$ cat src/rtl/qsah_pkg.sv
// shared types, widths and codes for the quality score alert block
package qsah_pkg;

    localparam int CONF_W  = 15;
    localparam int SCORE_W = 7;
    localparam int CNT_W   = 10;
    localparam int STEP_W  = 8;
    localparam int PROD_W  = 15;
    localparam int IDX_W   = 3;
    localparam int CFG_W   = 10;
    localparam int IN_W    = 16;
    localparam int OUT_W   = 40;

    localparam int MUL_STEPS = SCORE_W;
    localparam int DIV_STEPS = PROD_W;
    localparam int STEP_CNT_W = $clog2(DIV_STEPS);

    localparam logic [CONF_W-1:0]  CONF_FULL  = 15'd25600;
    localparam logic [SCORE_W-1:0] SCORE_FULL = 7'd100;

    localparam logic [SCORE_W-1:0] RST_SCORE_LOW  = 7'd40;
    localparam logic [SCORE_W-1:0] RST_SCORE_HIGH = 7'd60;
    localparam logic [CNT_W-1:0]   RST_COUNT_LIM  = 10'd10;
    localparam logic [STEP_W-1:0]  RST_STEP_UP    = 8'd3;
    localparam logic [STEP_W-1:0]  RST_STEP_DOWN  = 8'd1;

    typedef enum logic [IDX_W-1:0] {
        REG_SCORE_LOW  = 3'd0,
        REG_SCORE_HIGH = 3'd1,
        REG_COUNT_LIM  = 3'd2,
        REG_STEP_UP    = 3'd3,
        REG_STEP_DOWN  = 3'd4,
        REG_LEARN      = 3'd5
    } reg_idx_t;

    typedef enum logic [1:0] {
        EV_NONE     = 2'd0,
        EV_DEGRADED = 2'd1,
        EV_VALID    = 2'd2,
        EV_DISCONN  = 2'd3
    } event_t;

    typedef enum logic [1:0] {
        ST_IDLE,
        ST_CALC,
        ST_DONE
    } top_state_t;

    typedef enum logic [1:0] {
        DV_IDLE,
        DV_MUL,
        DV_DIV
    } div_state_t;

    typedef struct packed {
        logic [STEP_W-1:0]  mcand;
        logic [SCORE_W-1:0] mplier;
        logic [SCORE_W-1:0] divisor;
    } arith_req_t;

endpackage

$ cat src/rtl/qsah_serdiv.sv
// bit-serial unit: rounded quotient (mcand*mplier + divisor/2) / divisor
module qsah_serdiv
(
    input  logic                          clk,
    input  logic                          rst_n,
    input  logic                          start,
    input  qsah_pkg::arith_req_t          req,
    output logic                          done,
    output logic [qsah_pkg::PROD_W-1:0]   quot
);

    qsah_pkg::div_state_t st_reg, st_next;
    logic [qsah_pkg::STEP_CNT_W-1:0] cnt_reg, cnt_next;
    logic [qsah_pkg::PROD_W-1:0]     acc_reg, acc_next;
    logic [qsah_pkg::PROD_W-1:0]     mcand_reg, mcand_next;
    logic [qsah_pkg::SCORE_W-1:0]    mplier_reg, mplier_next;
    logic [qsah_pkg::SCORE_W-1:0]    div_reg, div_next;
    logic [qsah_pkg::SCORE_W-1:0]    rem_reg, rem_next;
    logic                            done_reg, done_next;
    logic [qsah_pkg::SCORE_W:0]      trial;
    logic [qsah_pkg::SCORE_W:0]      diff;

    always_ff @(posedge clk or negedge rst_n)
    begin
        if (!rst_n)
        begin
            st_reg   <= qsah_pkg::DV_IDLE;
            cnt_reg  <= '0;
            done_reg <= 1'b0;
        end
        else
        begin
            st_reg   <= st_next;
            cnt_reg  <= cnt_next;
            done_reg <= done_next;
        end
    end

    always_ff @(posedge clk)
    begin
        acc_reg    <= acc_next;
        mcand_reg  <= mcand_next;
        mplier_reg <= mplier_next;
        div_reg    <= div_next;
        rem_reg    <= rem_next;
    end

    assign trial = {rem_reg, acc_reg[qsah_pkg::PROD_W-1]};
    assign diff  = trial - {1'b0, div_reg};

    always_comb
    begin
        st_next     = st_reg;
        cnt_next    = cnt_reg;
        acc_next    = acc_reg;
        mcand_next  = mcand_reg;
        mplier_next = mplier_reg;
        div_next    = div_reg;
        rem_next    = rem_reg;
        done_next   = 1'b0;
        unique case (st_reg)
            qsah_pkg::DV_IDLE:
            begin
                if (start)
                begin
                    // rounding half seeds the accumulator
                    acc_next    = {{(qsah_pkg::PROD_W-qsah_pkg::SCORE_W){1'b0}},
                                   (req.divisor >> 1)};
                    mcand_next  = {{(qsah_pkg::PROD_W-qsah_pkg::STEP_W){1'b0}}, req.mcand};
                    mplier_next = req.mplier;
                    div_next    = req.divisor;
                    cnt_next    = '0;
                    st_next     = qsah_pkg::DV_MUL;
                end
            end
            qsah_pkg::DV_MUL:
            begin
                if (mplier_reg[0])
                begin
                    acc_next = acc_reg + mcand_reg;
                end
                mcand_next  = mcand_reg << 1;
                mplier_next = mplier_reg >> 1;
                cnt_next    = cnt_reg + 1'b1;
                if (cnt_reg == qsah_pkg::STEP_CNT_W'(qsah_pkg::MUL_STEPS - 1))
                begin
                    cnt_next = '0;
                    rem_next = '0;
                    st_next  = qsah_pkg::DV_DIV;
                end
            end
            qsah_pkg::DV_DIV:
            begin
                // restoring division, one quotient bit per beat of the clock
                if (!diff[qsah_pkg::SCORE_W])
                begin
                    rem_next = diff[qsah_pkg::SCORE_W-1:0];
                    acc_next = {acc_reg[qsah_pkg::PROD_W-2:0], 1'b1};
                end
                else
                begin
                    rem_next = trial[qsah_pkg::SCORE_W-1:0];
                    acc_next = {acc_reg[qsah_pkg::PROD_W-2:0], 1'b0};
                end
                cnt_next = cnt_reg + 1'b1;
                if (cnt_reg == qsah_pkg::STEP_CNT_W'(qsah_pkg::DIV_STEPS - 1))
                begin
                    cnt_next  = '0;
                    done_next = 1'b1;
                    st_next   = qsah_pkg::DV_IDLE;
                end
            end
            default:
            begin
                st_next = qsah_pkg::DV_IDLE;
            end
        endcase
    end

    assign done = done_reg;
    assign quot = acc_reg;

endmodule

$ cat src/rtl/quality_score_alert_hysteresis.sv
// top level: confidence clamp, alert counter with hysteretic invalid flag
//
// channel   dir   payload
// s_*       in    tdata[15:0] confidence_q8; tuser[0] cmd, tuser[1] frame_ok
// m_*       out   tdata: event_kind, alert_count, sensor_bad, score_out, conf_clamped
// cfg_*     in    cfg_idx selects register, cfg_data value, cfg_we strobe
//
// a counting frame raises m_tvalid after the serial multiply and the serial divide in qsah_serdiv,
// then ST_CALC updates the counter and ST_DONE loads the output register.
// restart, learn mode and skipped frames go straight to ST_DONE, which loads the output register.
// one item at a time; the next beat is taken while a result waits in the output register.
// reset: counter at 10, flag invalid, registers at their defaults.
module quality_score_alert_hysteresis
(
    input  logic                          clk,
    input  logic                          rst_n,
    input  logic                          s_tvalid,
    output logic                          s_tready,
    input  logic [qsah_pkg::IN_W-1:0]     s_tdata,   // confidence_q8
    input  logic [1:0]                    s_tuser,   // cmd, frame_ok
    output logic                          m_tvalid,
    input  logic                          m_tready,
    output logic [qsah_pkg::OUT_W-1:0]    m_tdata,   // event_kind, alert_count, sensor_bad,
                                                     // score_out, conf_clamped, zero pad
    input  logic                          cfg_we,
    input  logic [qsah_pkg::IDX_W-1:0]    cfg_idx,
    input  logic [qsah_pkg::CFG_W-1:0]    cfg_data
);

    logic [qsah_pkg::SCORE_W-1:0] score_low_reg;
    logic [qsah_pkg::SCORE_W-1:0] score_high_reg;
    logic [qsah_pkg::CNT_W-1:0]   count_lim_reg;
    logic [qsah_pkg::STEP_W-1:0]  step_up_reg;
    logic [qsah_pkg::STEP_W-1:0]  step_down_reg;
    logic                         learn_reg;

    qsah_pkg::top_state_t         st_reg, st_next;
    logic [qsah_pkg::CNT_W-1:0]   count_reg, count_next;
    logic                         bad_reg, bad_next;
    qsah_pkg::event_t             ev_reg, ev_next;
    logic [qsah_pkg::SCORE_W-1:0] score_reg, score_next;
    logic [qsah_pkg::CONF_W-1:0]  conf_reg, conf_next;
    logic                         low_reg, low_next;
    logic                         high_reg, high_next;
    logic                         out_valid_reg, out_valid_next;
    logic [qsah_pkg::OUT_W-1:0]   out_data_reg, out_data_next;

    logic                         accept;
    logic [qsah_pkg::CONF_W-1:0]  conf_in;
    logic [qsah_pkg::SCORE_W-1:0] score_in;
    logic                         low_in;
    logic                         high_in;
    logic                         unit_start;
    qsah_pkg::arith_req_t         unit_req;
    logic                         unit_done;
    logic [qsah_pkg::PROD_W-1:0]  unit_quot;
    logic [qsah_pkg::PROD_W-1:0]  step;
    logic [qsah_pkg::PROD_W:0]    sum;
    logic [qsah_pkg::PROD_W-1:0]  count_ext;
    logic [qsah_pkg::CNT_W-1:0]   count_upd;

    qsah_serdiv u_serdiv
    (
        .clk   (clk),
        .rst_n (rst_n),
        .start (unit_start),
        .req   (unit_req),
        .done  (unit_done),
        .quot  (unit_quot)
    );

    always_ff @(posedge clk or negedge rst_n)
    begin
        if (!rst_n)
        begin
            score_low_reg  <= qsah_pkg::RST_SCORE_LOW;
            score_high_reg <= qsah_pkg::RST_SCORE_HIGH;
            count_lim_reg  <= qsah_pkg::RST_COUNT_LIM;
            step_up_reg    <= qsah_pkg::RST_STEP_UP;
            step_down_reg  <= qsah_pkg::RST_STEP_DOWN;
            learn_reg      <= 1'b0;
        end
        else if (cfg_we)
        begin
            unique case (cfg_idx)
                qsah_pkg::REG_SCORE_LOW:  score_low_reg  <= cfg_data[qsah_pkg::SCORE_W-1:0];
                qsah_pkg::REG_SCORE_HIGH: score_high_reg <= cfg_data[qsah_pkg::SCORE_W-1:0];
                qsah_pkg::REG_COUNT_LIM:  count_lim_reg  <= cfg_data[qsah_pkg::CNT_W-1:0];
                qsah_pkg::REG_STEP_UP:    step_up_reg    <= cfg_data[qsah_pkg::STEP_W-1:0];
                qsah_pkg::REG_STEP_DOWN:  step_down_reg  <= cfg_data[qsah_pkg::STEP_W-1:0];
                qsah_pkg::REG_LEARN:      learn_reg      <= cfg_data[0];
                default:
                begin
                end
            endcase
        end
    end

    always_ff @(posedge clk or negedge rst_n)
    begin
        if (!rst_n)
        begin
            st_reg        <= qsah_pkg::ST_IDLE;
            count_reg     <= qsah_pkg::RST_COUNT_LIM;
            bad_reg       <= 1'b1;
            out_valid_reg <= 1'b0;
        end
        else
        begin
            st_reg        <= st_next;
            count_reg     <= count_next;
            bad_reg       <= bad_next;
            out_valid_reg <= out_valid_next;
        end
    end

    always_ff @(posedge clk)
    begin
        ev_reg       <= ev_next;
        score_reg    <= score_next;
        conf_reg     <= conf_next;
        low_reg      <= low_next;
        high_reg     <= high_next;
        out_data_reg <= out_data_next;
    end

    // clamp to 0..100 percent in q8.8
    always_comb
    begin
        if (s_tdata[qsah_pkg::IN_W-1])
        begin
            conf_in = '0;
        end
        else if (s_tdata[qsah_pkg::CONF_W-1:0] > qsah_pkg::CONF_FULL)
        begin
            conf_in = qsah_pkg::CONF_FULL;
        end
        else
        begin
            conf_in = s_tdata[qsah_pkg::CONF_W-1:0];
        end
    end

    assign score_in = conf_in[qsah_pkg::CONF_W-1:8];
    assign low_in   = score_in < score_low_reg;
    assign high_in  = score_in > score_high_reg;
    assign s_tready = (st_reg == qsah_pkg::ST_IDLE);
    assign accept   = s_tvalid && s_tready;

    always_comb
    begin
        if (low_in)
        begin
            unit_req.mcand   = step_up_reg;
            unit_req.mplier  = score_low_reg - score_in;
            unit_req.divisor = score_low_reg;
        end
        else
        begin
            unit_req.mcand   = step_down_reg;
            unit_req.mplier  = score_in - score_high_reg;
            unit_req.divisor = qsah_pkg::SCORE_FULL - score_high_reg;
        end
    end

    assign unit_start = accept && !s_tuser[0] && s_tuser[1] && !learn_reg && (low_in || high_in);

    // step is at least one
    assign step      = (unit_quot == '0) ? qsah_pkg::PROD_W'(1) : unit_quot;
    assign count_ext = {{(qsah_pkg::PROD_W-qsah_pkg::CNT_W){1'b0}}, count_reg};
    assign sum       = {1'b0, count_ext} + {1'b0, step};

    always_comb
    begin
        if (low_reg)
        begin
            if (sum < {{(qsah_pkg::PROD_W+1-qsah_pkg::CNT_W){1'b0}}, count_lim_reg})
            begin
                count_upd = sum[qsah_pkg::CNT_W-1:0];
            end
            else
            begin
                count_upd = count_lim_reg;
            end
        end
        else if (count_ext > step)
        begin
            count_upd = count_reg - step[qsah_pkg::CNT_W-1:0];
        end
        else
        begin
            count_upd = '0;
        end
    end

    always_comb
    begin
        st_next        = st_reg;
        count_next     = count_reg;
        bad_next       = bad_reg;
        ev_next        = ev_reg;
        score_next     = score_reg;
        conf_next      = conf_reg;
        low_next       = low_reg;
        high_next      = high_reg;
        out_data_next  = out_data_reg;
        out_valid_next = out_valid_reg && !m_tready;
        unique case (st_reg)
            qsah_pkg::ST_IDLE:
            begin
                if (accept)
                begin
                    ev_next = qsah_pkg::EV_NONE;
                    st_next = qsah_pkg::ST_DONE;
                    if (s_tuser[0])
                    begin
                        // restart: reseed counter, force invalid
                        count_next = count_lim_reg;
                        bad_next   = 1'b1;
                        score_next = '0;
                        conf_next  = '0;
                        if (!bad_reg)
                        begin
                            ev_next = qsah_pkg::EV_DISCONN;
                        end
                    end
                    else
                    begin
                        score_next = score_in;
                        conf_next  = conf_in;
                        low_next   = low_in;
                        high_next  = high_in;
                        if (unit_start)
                        begin
                            st_next = qsah_pkg::ST_CALC;
                        end
                    end
                end
            end
            qsah_pkg::ST_CALC:
            begin
                if (unit_done)
                begin
                    count_next = count_upd;
                    st_next    = qsah_pkg::ST_DONE;
                    if (low_reg && (count_upd >= count_lim_reg) && !bad_reg)
                    begin
                        bad_next = 1'b1;
                        ev_next  = qsah_pkg::EV_DEGRADED;
                    end
                    else if (high_reg && (count_upd == '0) && bad_reg)
                    begin
                        bad_next = 1'b0;
                        ev_next  = qsah_pkg::EV_VALID;
                    end
                end
            end
            qsah_pkg::ST_DONE:
            begin
                if (!out_valid_reg || m_tready)
                begin
                    out_data_next  = {5'b0, conf_reg, score_reg, bad_reg, count_reg, ev_reg};
                    out_valid_next = 1'b1;
                    st_next        = qsah_pkg::ST_IDLE;
                end
            end
            default:
            begin
                st_next = qsah_pkg::ST_IDLE;
            end
        endcase
    end

    assign m_tvalid = out_valid_reg;
    assign m_tdata  = out_data_reg;

endmodule
$ cat config.mk
export PLATFORM = sky130hd
export DESIGN_NAME = quality_score_alert_hysteresis
export DESIGN_NICKNAME = d
export VERILOG_FILES = /design/src/rtl/qsah_pkg.sv /design/src/rtl/qsah_serdiv.sv /design/src/rtl/quality_score_alert_hysteresis.sv
export SDC_FILE = /design/constraint.sdc
export NUM_CORES = 1
export LEC_CHECK = 0
export BUFFER_PORTS_ARGS = -buffer_cell sky130_fd_sc_hd__buf_2
export CAP_MARGIN = 20
export CORE_ASPECT_RATIO = 0.9
export CORE_MARGIN = 1.5
export CORE_UTILIZATION = 60
export CTS_CLUSTER_DIAMETER = 50
export DETAILED_ROUTE_END_ITERATION = 7
export GPL_TIMING_DRIVEN = 0
export PLACE_DENSITY_LB_ADDON = 0.25
export SLEW_MARGIN = 30
export SYNTH_ARGS = -nofsm -noshare
export SYNTH_HDL_FRONTEND = slang
export SYNTH_SLANG_ARGS = --single-unit
$ cat constraint.sdc
create_clock -name clk -period 7.3 [get_ports clk]
set_input_delay 0.73 -clock clk [delete_from_list [all_inputs] [get_ports clk]]
set_output_delay 0.73 -clock clk [all_outputs]
set_load 0.01 [all_outputs]
Word level (Yosys, flattened, before mapping). Cells that the tools add are included.

Order comparisons: 6. Equality and inequality tests: 20. Bitwise gates (word level): 1. Reduce and logical (&&, ||, !) cells: 46. Add/subtract/negate cells: 8. Muxes and demuxes: 53.

Operator list (number): $mux 15 (6); $mux 10 (6); $pmux 15 s3 (1); $pmux 15 s2 (1); $mux 2 (14); $pmux 7 s2 (2); $reduce_and 2->1 (12); $mux 22 (1); $mux 7 (3); $pmux 10 s2 (1); $add 10x15->16 (1); $lt 16x10->1 (1); $add 15x15->15 (1); $gt 10x15->1 (1); $gt 15x15->1 const B (1); $logic_not 15->1 (1); $ne 2x1->1 const B (7); $sub 7x7->7 (2); $mux 4 (3); $pmux 2 s3 (2); $pmux 4 s3 (1); $reduce_and 3->1 (4); $ge 10x10->1 (1); $logic_and 1x1->1 (10); other kinds (29) (51).

Bits of input ports: 36. Logic and storage cells: 158. Bits in registers: 167. Output and inout port bits: 42.

Logic depth before layout (Yosys ltp). Gate-level depths: netlist (run 1).

Depth after elaboration: 13. Gate-level depth with buffers: 31. Depth with buffers taken out: 30.

Hierarchy. A second synthesis (run 1) with hierarchy kept.

Cells, all modules: 1005. Area total of the unflattened synthesis: 10287.4 um^2.

By module, submodules not included: quality_score_alert_hysteresis (cells an instance 661, area an instance 6613.8 um^2, times used 1); qsah_serdiv (cells an instance 344, area an instance 3673.5 um^2, times used 1).

Worst setup path after synthesis (run 1). OpenSTA, ideal clock, no wires.

Path kind: register to register. From: register u_serdiv.acc_reg (netlist bit u_serdiv.quot[13]). To: register ev_reg[0] (enable). Setup slack: 1.372 ns. Path buffers: 1. Arrival: 5.649 ns. Clock period less this slack: 5.928 ns. Data required time: 7.021 ns. Cell stages (with the launch flop): 29. Path through: edfxtp_1 > clkbuf_1 > or2_1 > or4_1 > nor4_1 > a41o_1 > ha_1 > fa_1 > nand2b_4 > a221oi_2 > o22ai_2 > o21bai_1 > xnor2_1 > ha_1 > nor2b_1 > o21ai_0 > nor4b_4 > nand3_2 > nor3_4 > mux2_4 > a22o_1 > ha_1 > nor2b_1 > o21ai_0 > a21oi_1 > o21ai_0 > a211oi_1 > a31oi_1 > o221ai_1.

Word-level cells in the longest chain between the ends: 11.

Ends and longest elaborated chain: from (decl) (RTL line qsah_serdiv.sv:14) `logic [qsah_pkg::PROD_W-1:0] acc_reg, acc_next;`; from (signal assigned) (RTL line qsah_serdiv.sv:41) `acc_reg <= acc_next;`; $logic_not 15->1 (RTL line quality_score_alert_hysteresis.sv:169) `assign step = (unit_quot == '0) ? qsah_pkg::PROD_W'(1) : unit_quot;`; $mux 15 (*) (RTL line quality_score_alert_hysteresis.sv:169); $add 10x15->16 (RTL line quality_score_alert_hysteresis.sv:171) `assign sum = {1'b0, count_ext} + {1'b0, step};`; $lt 16x10->1 (RTL line quality_score_alert_hysteresis.sv:177) `if (sum < {{(qsah_pkg::PROD_W+1-qsah_pkg::CNT_W){1'b0}}, count_lim_reg})`; $mux 10 (RTL line quality_score_alert_hysteresis.sv:177); $mux 10 (*) (RTL line quality_score_alert_hysteresis.sv:175) `if (low_reg)`; $ge 10x10->1 / $logic_not 10->1 (equally long branches) (RTL line quality_score_alert_hysteresis.sv:246, quality_score_alert_hysteresis.sv:251); $logic_and 1x1->1, on equally long branches (2 in series) (RTL line quality_score_alert_hysteresis.sv:246, quality_score_alert_hysteresis.sv:251); $ne 3x3->1 (no source line) (*); $reduce_and 4->1 (no source line) (*); to (signal assigned) (RTL line quality_score_alert_hysteresis.sv:119) `ev_reg <= ev_next;`; to (decl) (RTL line quality_score_alert_hysteresis.sv:40) `qsah_pkg::event_t ev_reg, ev_next;`.

Mark *: on every way between the ends. The rest lies on a longest branch, timed or not. A chain may end at the register's enable or synchronous reset.

Worst setup path after layout (run 1).
From: register u_serdiv.acc_reg (netlist bit u_serdiv.quot[13]). To: register ev_reg[0], data pin.

Word-level cells in the longest chain between the ends: 12.

Ends and longest elaborated chain: $logic_not 15->1 (RTL line quality_score_alert_hysteresis.sv:169); $mux 15 (*) (RTL line quality_score_alert_hysteresis.sv:169); $add 10x15->16 (RTL line quality_score_alert_hysteresis.sv:171); $lt 16x10->1 (RTL line quality_score_alert_hysteresis.sv:177); $mux 10 (RTL line quality_score_alert_hysteresis.sv:177); $mux 10 (*) (RTL line quality_score_alert_hysteresis.sv:175); $ge 10x10->1 (*) (RTL line quality_score_alert_hysteresis.sv:246) `if (low_reg && (count_upd >= count_lim_reg) && !bad_reg)`; $logic_and 1x1->1 (*) (2 in series) (RTL line quality_score_alert_hysteresis.sv:246); $mux 2 (*) (RTL line quality_score_alert_hysteresis.sv:246); $mux 2 (*) (RTL line quality_score_alert_hysteresis.sv:242) `if (unit_done)`; $pmux 2 s2 (*) (RTL line quality_score_alert_hysteresis.sv:208) `unique case (st_reg)`; named net ev_next[0] (RTL line quality_score_alert_hysteresis.sv:40).

The timed path passes the listed nets; every way through them passes the cells marked *. The select of a mux whose other input is x is not followed.

==> key figures, run 1 <==
Routing
  • Drt drc: 0
  • WL/cell: 18.2 um
  • Vias per cell: 5.98
  • Number of antenna-violating nets in the routed design: 0
  • Drt pass-1 iters: 5
  • Vias: just under 8,000
  • Initial DRC count: 714
  • Post-Route WL: 24,200 um

Clocking
  • Clock Latency Late Sink: 440 ps
  • CTS tree: built
  • Clock buffer count from CTS: 17
  • Cts-stage hold buffer count: 0
  • Root buf cell: clkbuf_16
  • H-tree levels: 4
  • Clk sinks: between 150 and 200
  • Max clock buf depth: 2
  • Clock transition at path regs: 80 ps

STA
  • Fmax: 0.143 GHz
  • Minimum clock period after layout: 7000 ps
  • Final setup vio count: 0
  • Max Slew Vio Count: 0
  • Setup ws final: 304 ps
  • Max_slew headroom: about 47%
  • Tightest Pin Transition: 769 ps
  • Setup TNS: 0 ps
  • Fin Clk Skew: 10.5 ps
  • Final Hold Fails: 0
  • Crit share post-route: a little over nine tenths

Pwr
  • PwrDens: 437 mW/mm^2
  • Leak: 4.97 nW
  • Switching pwr: 2.22 mW
  • Logic gate share of total power: between 50% and 60%
  • Clock power frac: 18.3%
  • Pint: roughly 2.9 mW
  • Peak supply drop: 0.000213 V
  • Sw Share: 43.3%
  • Power, Total: 5.12 mW
  • Seq pwr share: 29.3%

Floorplan
  • Die Footprint: about 0.018 mm^2
  • Initial Utilization: 61.1%
  • Die height: 127 um
  • IO Count: between 70 and 80
  • Num rows: 45
  • Die width: 141 um
  • CORE AREA: 0.0168 mm^2

Global route
  • Initial antenna violation count: 0
  • Vias in the first global route: around 7,700
  • Gr usage total: 28.0%
  • First-pass GRT wire length: 38,900 um
  • Grt total ovfl: 0
  • Largest net degree at the start of global routing: 51

Critical path
  • Largest stage delay, worst path: ~490 ps
  • CP endpoint kind: flip-flop
  • Worst Path Buf+Inv: 1
  • CP most frequent cell: o21ai_0
  • Critical Path RT: ~7500 ps
  • Startpoint types: flip-flop
  • CP Max Fanout: 6
  • Worst EP arrival: 7180 ps
  • RR Startpoint: u_serdiv.quot[13]
  • Crit Path Class: reg2reg
  • Slowest cell on crit path: edfxtp_1
  • Reg2reg end: ev_reg[0]
  • R2R depth: 29
  • CP delay by family, top: compound AO/OA/AOI/OAI gates
  • R2R Setup Slk: 300 ps

Status
  • Status: completed

Job
  • Max-cap violations: 0

Synth
  • Post-Syn Area per Cell: between 10 and 15 um^2
  • Synth unique cells: 85
  • Sequential fraction of the synthesis area: 43.9%
  • Top_reg_cell synth: edfxtp_1
  • Ys async rst share: 38.8%
  • Synth Instances: about 1,000
  • Synth Warn #: 0
  • Synth Register Bits: 160
  • EDFF count, synth: 98
  • Synthesized area: 0.0103 mm^2

Layout
  • Final core occ: a little over two thirds
  • Max FFs per register: 28
  • Area delta synth->final: 13.8%
  • Layout cells sized above 1: 19.1%
  • Final #Nets: 1,226
  • Diodes inserted: 0

Placed design
  • Gpl congestion: 0.951
  • Dpl ws: 147 ps
  • Final HPWL from detailed placement: 18,100 um
  • Input/output buffers: 68

Min path
  • Hold Crit Class: in2async
-- worst max path at each step --
stage,from,end,depth (start not counted),slack (ps)
detailed placement,u_serdiv.quot[13],ev_reg[0],28,150
global placement,u_serdiv.quot[13],ev_reg[1],28,210
CTS,u_serdiv.quot[13],ev_reg[0],28,7
floorplan,u_serdiv.quot[13],ev_reg[0],28,1370
finish,u_serdiv.quot[13],ev_reg[0],29,300
global route,u_serdiv.quot[13],ev_reg[0],28,-0.06
-- cells by family after synthesis --
family          Yosys count  share of synthesized area [%]
compound gates          245                           15.9
xor+xnor                 40                           3.41
simple gates            281                           14.3
flops                   160                           43.9
other cells               1                         0.0365
buf+inv                 134                           5.66
fa+ha+maj                87                           11.0
mux                      54                           5.72
-- repair_timing --
item,4_1_cts,5_1_grt
setup buffers,0,9
setup endpoints to repair,0,5
resized for setup,0,5
-- metal layers --
metal	track usage (%)	up-vias	share of wire, %
li1	-	3801	-
met1	39.2	3787	44
met2	43.7	314	46
met3	5.77	40	7.3
met4	9.87	0	2.3
met5	0	-	0
-- cells in the mapped netlist, drive strengths merged, types with 4 or more instances --
master | n | share of area, %
nand3b | 8 | 0.58
mux2 | 35 | 3.9
a311oi | 4 | 0.34
nand2 | 79 | 2.9
clkbuf | 35 | 1.3
and2 | 22 | 1.3
mux2i | 19 | 1.8
a211oi | 7 | 0.56
a211o | 4 | 0.34
ha | 81 | 9.9
o21ai | 69 | 3.4
nor4 | 8 | 0.61
buf | 22 | 1.6
nor2b | 20 | 1.2
o211a | 4 | 0.39
xnor2 | 32 | 2.7
nand2b | 20 | 1.3
dfstp | 14 | 3.6
inv | 75 | 2.7
o211ai | 4 | 0.29
a21o | 18 | 1.3
edfxtp | 98 | 29
a21boi | 9 | 0.66
nor2 | 62 | 2.3
dfrtp | 48 | 12
nor3 | 11 | 0.75
nand3 | 21 | 1.1
xor2 | 8 | 0.68
a31oi | 6 | 0.37
a22oi | 9 | 0.66
nor3b | 5 | 0.41
fa | 6 | 1.2
o21a | 11 | 0.80
o21bai | 5 | 0.37
or4 | 5 | 0.37
nand4 | 8 | 0.49
a21oi | 53 | 2.6
o31ai | 6 | 0.44
-- placed cells by master (no fill, tap or decap), types with 48 or more instances in the layout --
cell type | netlist | final
edfxtp_1 | 98 | 98
ha_1 | 81 | 81
nand2_1 | 79 | 79
inv_1 | 74 | 74
buf_2 | 3 | 70
o21ai_0 | 67 | 67
nor2_1 | 62 | 61
a21oi_1 | 53 | 53
dfrtp_1 | 48 | 48
-- area by class of cell --
cell class | count | area, um^2
plain buffers | 56 | 289
clock buffers | 17 | 425
clock inverters | 15 | 211
fillers | 1253 | 5130
inverters | 77 | 289
multi-input cells | 712 | 5260
flip-flops and latches | 160 | 4510
well taps | 211 | 264
repair buffers | 79 | 453
-- per-stage QoR --
stage / instance area [um^2] / instances / hold WS [ps]
global route: 11700 / 1327 / 133
CTS: 11600 / 1319 / 127
floorplan: 10300 / 1006 / 400
finish: 11700 / 1327 / 133
detailed placement: 11000 / 1287 / 405
global placement: 10900 / 1285 / 401
-- power by group through the flow --
stage / Combinational [mW] / Sequential, mW / Clock (mW)
global placement: 2.50 / 1.51 / 0
CTS: 2.61 / 1.50 / 0.945
floorplan: 1.93 / 1.48 / 0
detailed placement: 2.57 / 1.52 / 0
finish: 2.68 / 1.50 / 0.938
global route: 2.96 / 1.53 / 0.979
(Power assumes the default switching activity.)
==> inputs of run 2 (changes only) <==
- ABC_AREA: unset -> 1
==> run 2 against run 1 <==
Final area down 0.75%. Sequential power is 29% lower. Sequential share of layout area up 0.29 points. Synthesized area is 0.58% higher. Total power is 54% lower. Fmax rose by 5.9%. Clock skew up 0.87 ps. Register-to-register slack improved by 390 ps. Critical path depth up 2. Synthesized cell count rose by 27%. Worst hold slack improved by 230 ps. Combinational power fell by 85%. Critical endpoint is now ev_reg[1]. Largest cell class unchanged. Largest power group is now sequential cells.
==> key figures, run 2 <==
STA
  • Fmax: 0.151 GHz (+5.9%)
  • Final Hold Fails: 0 (unchanged)
  • Setup TNS: 0 ps (unchanged)
  • Fin Clk Skew: 11.3 ps (+0.870 ps)
  • Final setup vio count: 0 (unchanged)
  • Worst Hold Slack: 366 ps (+233 ps)
  • RSZ-0062 raised after global routing: no
  • Tightest Pin Transition: 830 ps (+60.9 ps)
  • Max_slew headroom: 44.6% (-2.7 points)
  • Minimum clock period after layout: 6600 ps (-391 ps)
  • Crit share post-route: 90.5% (-5.4 points)
  • Max Slew Vio Count: 0 (unchanged)

Critical path
  • Slowest cell on crit path: or4_1
  • Critical Path RT: 7420 ps (-60 ps)
  • Crit Path Class: reg2reg
  • Worst EP arrival: 6730 ps (-450 ps)
  • CP endpoint kind: flip-flop
  • CP Max Fanout: 10 (+4)
  • CP most frequent cell: nand2_1
  • Largest stage delay, worst path: 520 ps (+30 ps)
  • Startpoint types: flip-flop

Clocking
  • Clock transition at path regs: 70 ps (about the same)
  • Max clock buf depth: 2 (unchanged)
  • Cts-stage hold buffer count: 0 (unchanged)
  • CTS tree: built
  • H-tree levels: 4 (unchanged)
  • Root buf cell: clkbuf_16
  • # resized after CTS: 0 (unchanged)
  • Clock Latency Late Sink: 440 ps (about the same)
  • Post-CTS Setup Bufs: 0 (unchanged)
  • Clock buffer count from CTS: 17 (unchanged)
  • Clk sinks: 160 (unchanged)

Floorplan
  • Initial Utilization: 61.2% (+0.15 points)
  • CORE AREA: 0.0169 mm^2 (+0.33%)
  • Num rows: 45 (unchanged)
  • IO Count: 78 (unchanged)
  • Die width: 141 um (+0.29%)
  • Die Footprint: 0.0180 mm^2 (+0.57%)
  • Die height: 128 um (+0.29%)

Routing
  • Drt pass-1 iters: 5 (unchanged)
  • Post-Route WL: 25,200 um (+4.3%)
  • Drt drc: 0 (unchanged)
  • Initial DRC count: 811 (+14%)
  • Vias per cell: 5.53 (-7.5%)
  • Vias: 8,787 (+11%)
  • Number of antenna-violating nets in the routed design: 0 (unchanged)
  • WL/cell: 15.9 um (-13%)

Synth
  • Synth top area share: 28.5% (-0.17 points)
  • Synth top cells by count: nand2_1, inv_1, o21ai_0
  • Synth Register Bits: 160 (unchanged)
  • Synth unique cells: 47 (-45%)
  • Sequential fraction of the synthesis area: 43.6% (-0.25 points)
  • Top cells by area, synth: edfxtp_1, dfrtp_1, nand2_1
  • Cell accounting for the most synthesized area: edfxtp_1
  • Synthesized area: 0.0103 mm^2 (+0.58%)
  • EDFF count, synth: 98 (unchanged)
  • Synth Instances: 1,269 (+27%)
  • Top_reg_cell synth: edfxtp_1
  • Ys async rst share: 38.8% (unchanged)
  • Synth Warn #: 0 (unchanged)
  • Most frequent cell after synthesis: nand2_1
  • Post-Syn Area per Cell: 8.15 um^2 (-21%)

Placed design
  • Input/output buffers: 71 (+4.4%)
  • Gpl congestion: 0.963 (+1.3%)
  • Final HPWL from detailed placement: 19,400 um (+7.1%)
  • Placed cells: 1,556 (+21%)

Layout
  • Layout cells sized above 1: 12.3% (-6.7 points)
  • Final core occ: 68.8% (-0.75 points)
  • Commonest cells after routing, fill and taps aside: nand2_1, inv_1, o21ai_0
  • Final #Nets: 1,487 (+21%)
  • Diodes inserted: 0 (unchanged)
  • Final cell count without fillers: 1,588 (+20%)
  • Area delta synth->final: 12.3%
  • Commonest non-fill, non-tap cell in the layout: nand2_1
  • Max FFs per register: 28 (unchanged)

Global route
  • Gr usage total: 29.0% (+1.0 points)
  • Vias in the first global route: 8,332 (+8.5%)
  • Grt total ovfl: 0 (unchanged)
  • First-pass GRT wire length: 40,900 um (+5.4%)
  • Initial antenna violation count: 0 (unchanged)
  • Largest net degree at the start of global routing: 63 (+24%)

Pwr
  • Seq pwr share: 45.2% (+16 points)
  • Pint: 1.64 mW (-44%)
  • Sw Share: 30.7% (-13 points)
  • Leak: 5.60 nW (+13%)
  • Peak supply drop: 0.000194 V (-9.2%)
  • PwrDens: 203 mW/mm^2 (-53%)
  • Switching pwr: 0.727 mW (-67%)
  • Logic gate share of total power: 16.7% (-36 points)
  • Clock power frac: 38.0% (+20 points)
  • Power, Total: 2.36 mW (-54%)

Min path
  • Hold Crit Class: in2async

Status
  • Status: completed

Job
  • Max-cap violations: 0 (unchanged)
## run 2: changes by cell type in the layout (fill, tap and decap cells not counted), moves of 27 or more
cell,change
nand2_1,+220
inv_1,+102
o21ai_0,+51
a21oi_1,+43
mux2_2,-34
nand3_1,+32
nor2_1,+27
## run 2: cell type report
cell class	instances	area, um^2
Clock buffer	17	425
Fill cell	1362	5270
Clock inverter	15	184
Tap cell	211	264
Multi-Input combinational cell	878	4910
Inverter	184	691
Sequential cell	160	4510
Timing Repair Buffer	72	373
Buffer	51	255
## run 2: kinds of logic after synthesis
logic type	Yosys count	share of synthesized area [%]
other	1	0.0363
adder cells (fa/ha/maj)	87	11.0
XOR/XNOR	30	2.54
buffers and inverters	235	9.15
flip-flops	160	43.6
AND/OR/NAND/NOR	509	21.0
AO/OA/AOI/OAI	247	12.7
## run 2: metrics by stage
step	area (um^2)	setup WS, ps
CTS	11600	761
global placement	11000	905
finish	11600	695
detailed placement	11000	794
floorplan	10400	2200
global route	11600	251
## run 2: worst paths after layout
check	from	slack [ps]	cells after the start	end
max in group asynchronous	rst_n	6400	1	u_serdiv.cnt_reg[3]
min	rst_n	370	1	count_reg[6]
max reg2reg	u_serdiv.quot[14]	700	31	ev_reg[1]
max	u_serdiv.quot[14]	700	31	ev_reg[1]
min reg2reg	conf_reg[11]	420	0	m_tdata[31]
min in group clk	conf_reg[11]	420	0	m_tdata[31]
## run 2: worst max-delay path: cells and delay by family (launching register included)
kind            cells  cell delay (ps)
compound gates      8             1710
flops               1              500
simple gates       14             2380
buf+inv             4              500
xor+xnor            1              120
fa+ha+maj           4             1050
## run 2: power by group through the flow
stage	Clock [mW]	Combinational [mW]	Sequential, mW
floorplan	0	0.279	1.07
global placement	0	0.375	1.08
detailed placement	0	0.386	1.08
CTS	0.903	0.392	1.07
global route	0.940	0.453	1.07
finish	0.899	0.395	1.07
## run 2: per-layer routing
metal,GRT usage (%),vias up,routed length (um)
met5,0,-,0
met4,8.00,0,455
met3,5.43,45,1590
met2,47.5,279,11900
met1,39.8,4101,11300
li1,-,4362,-
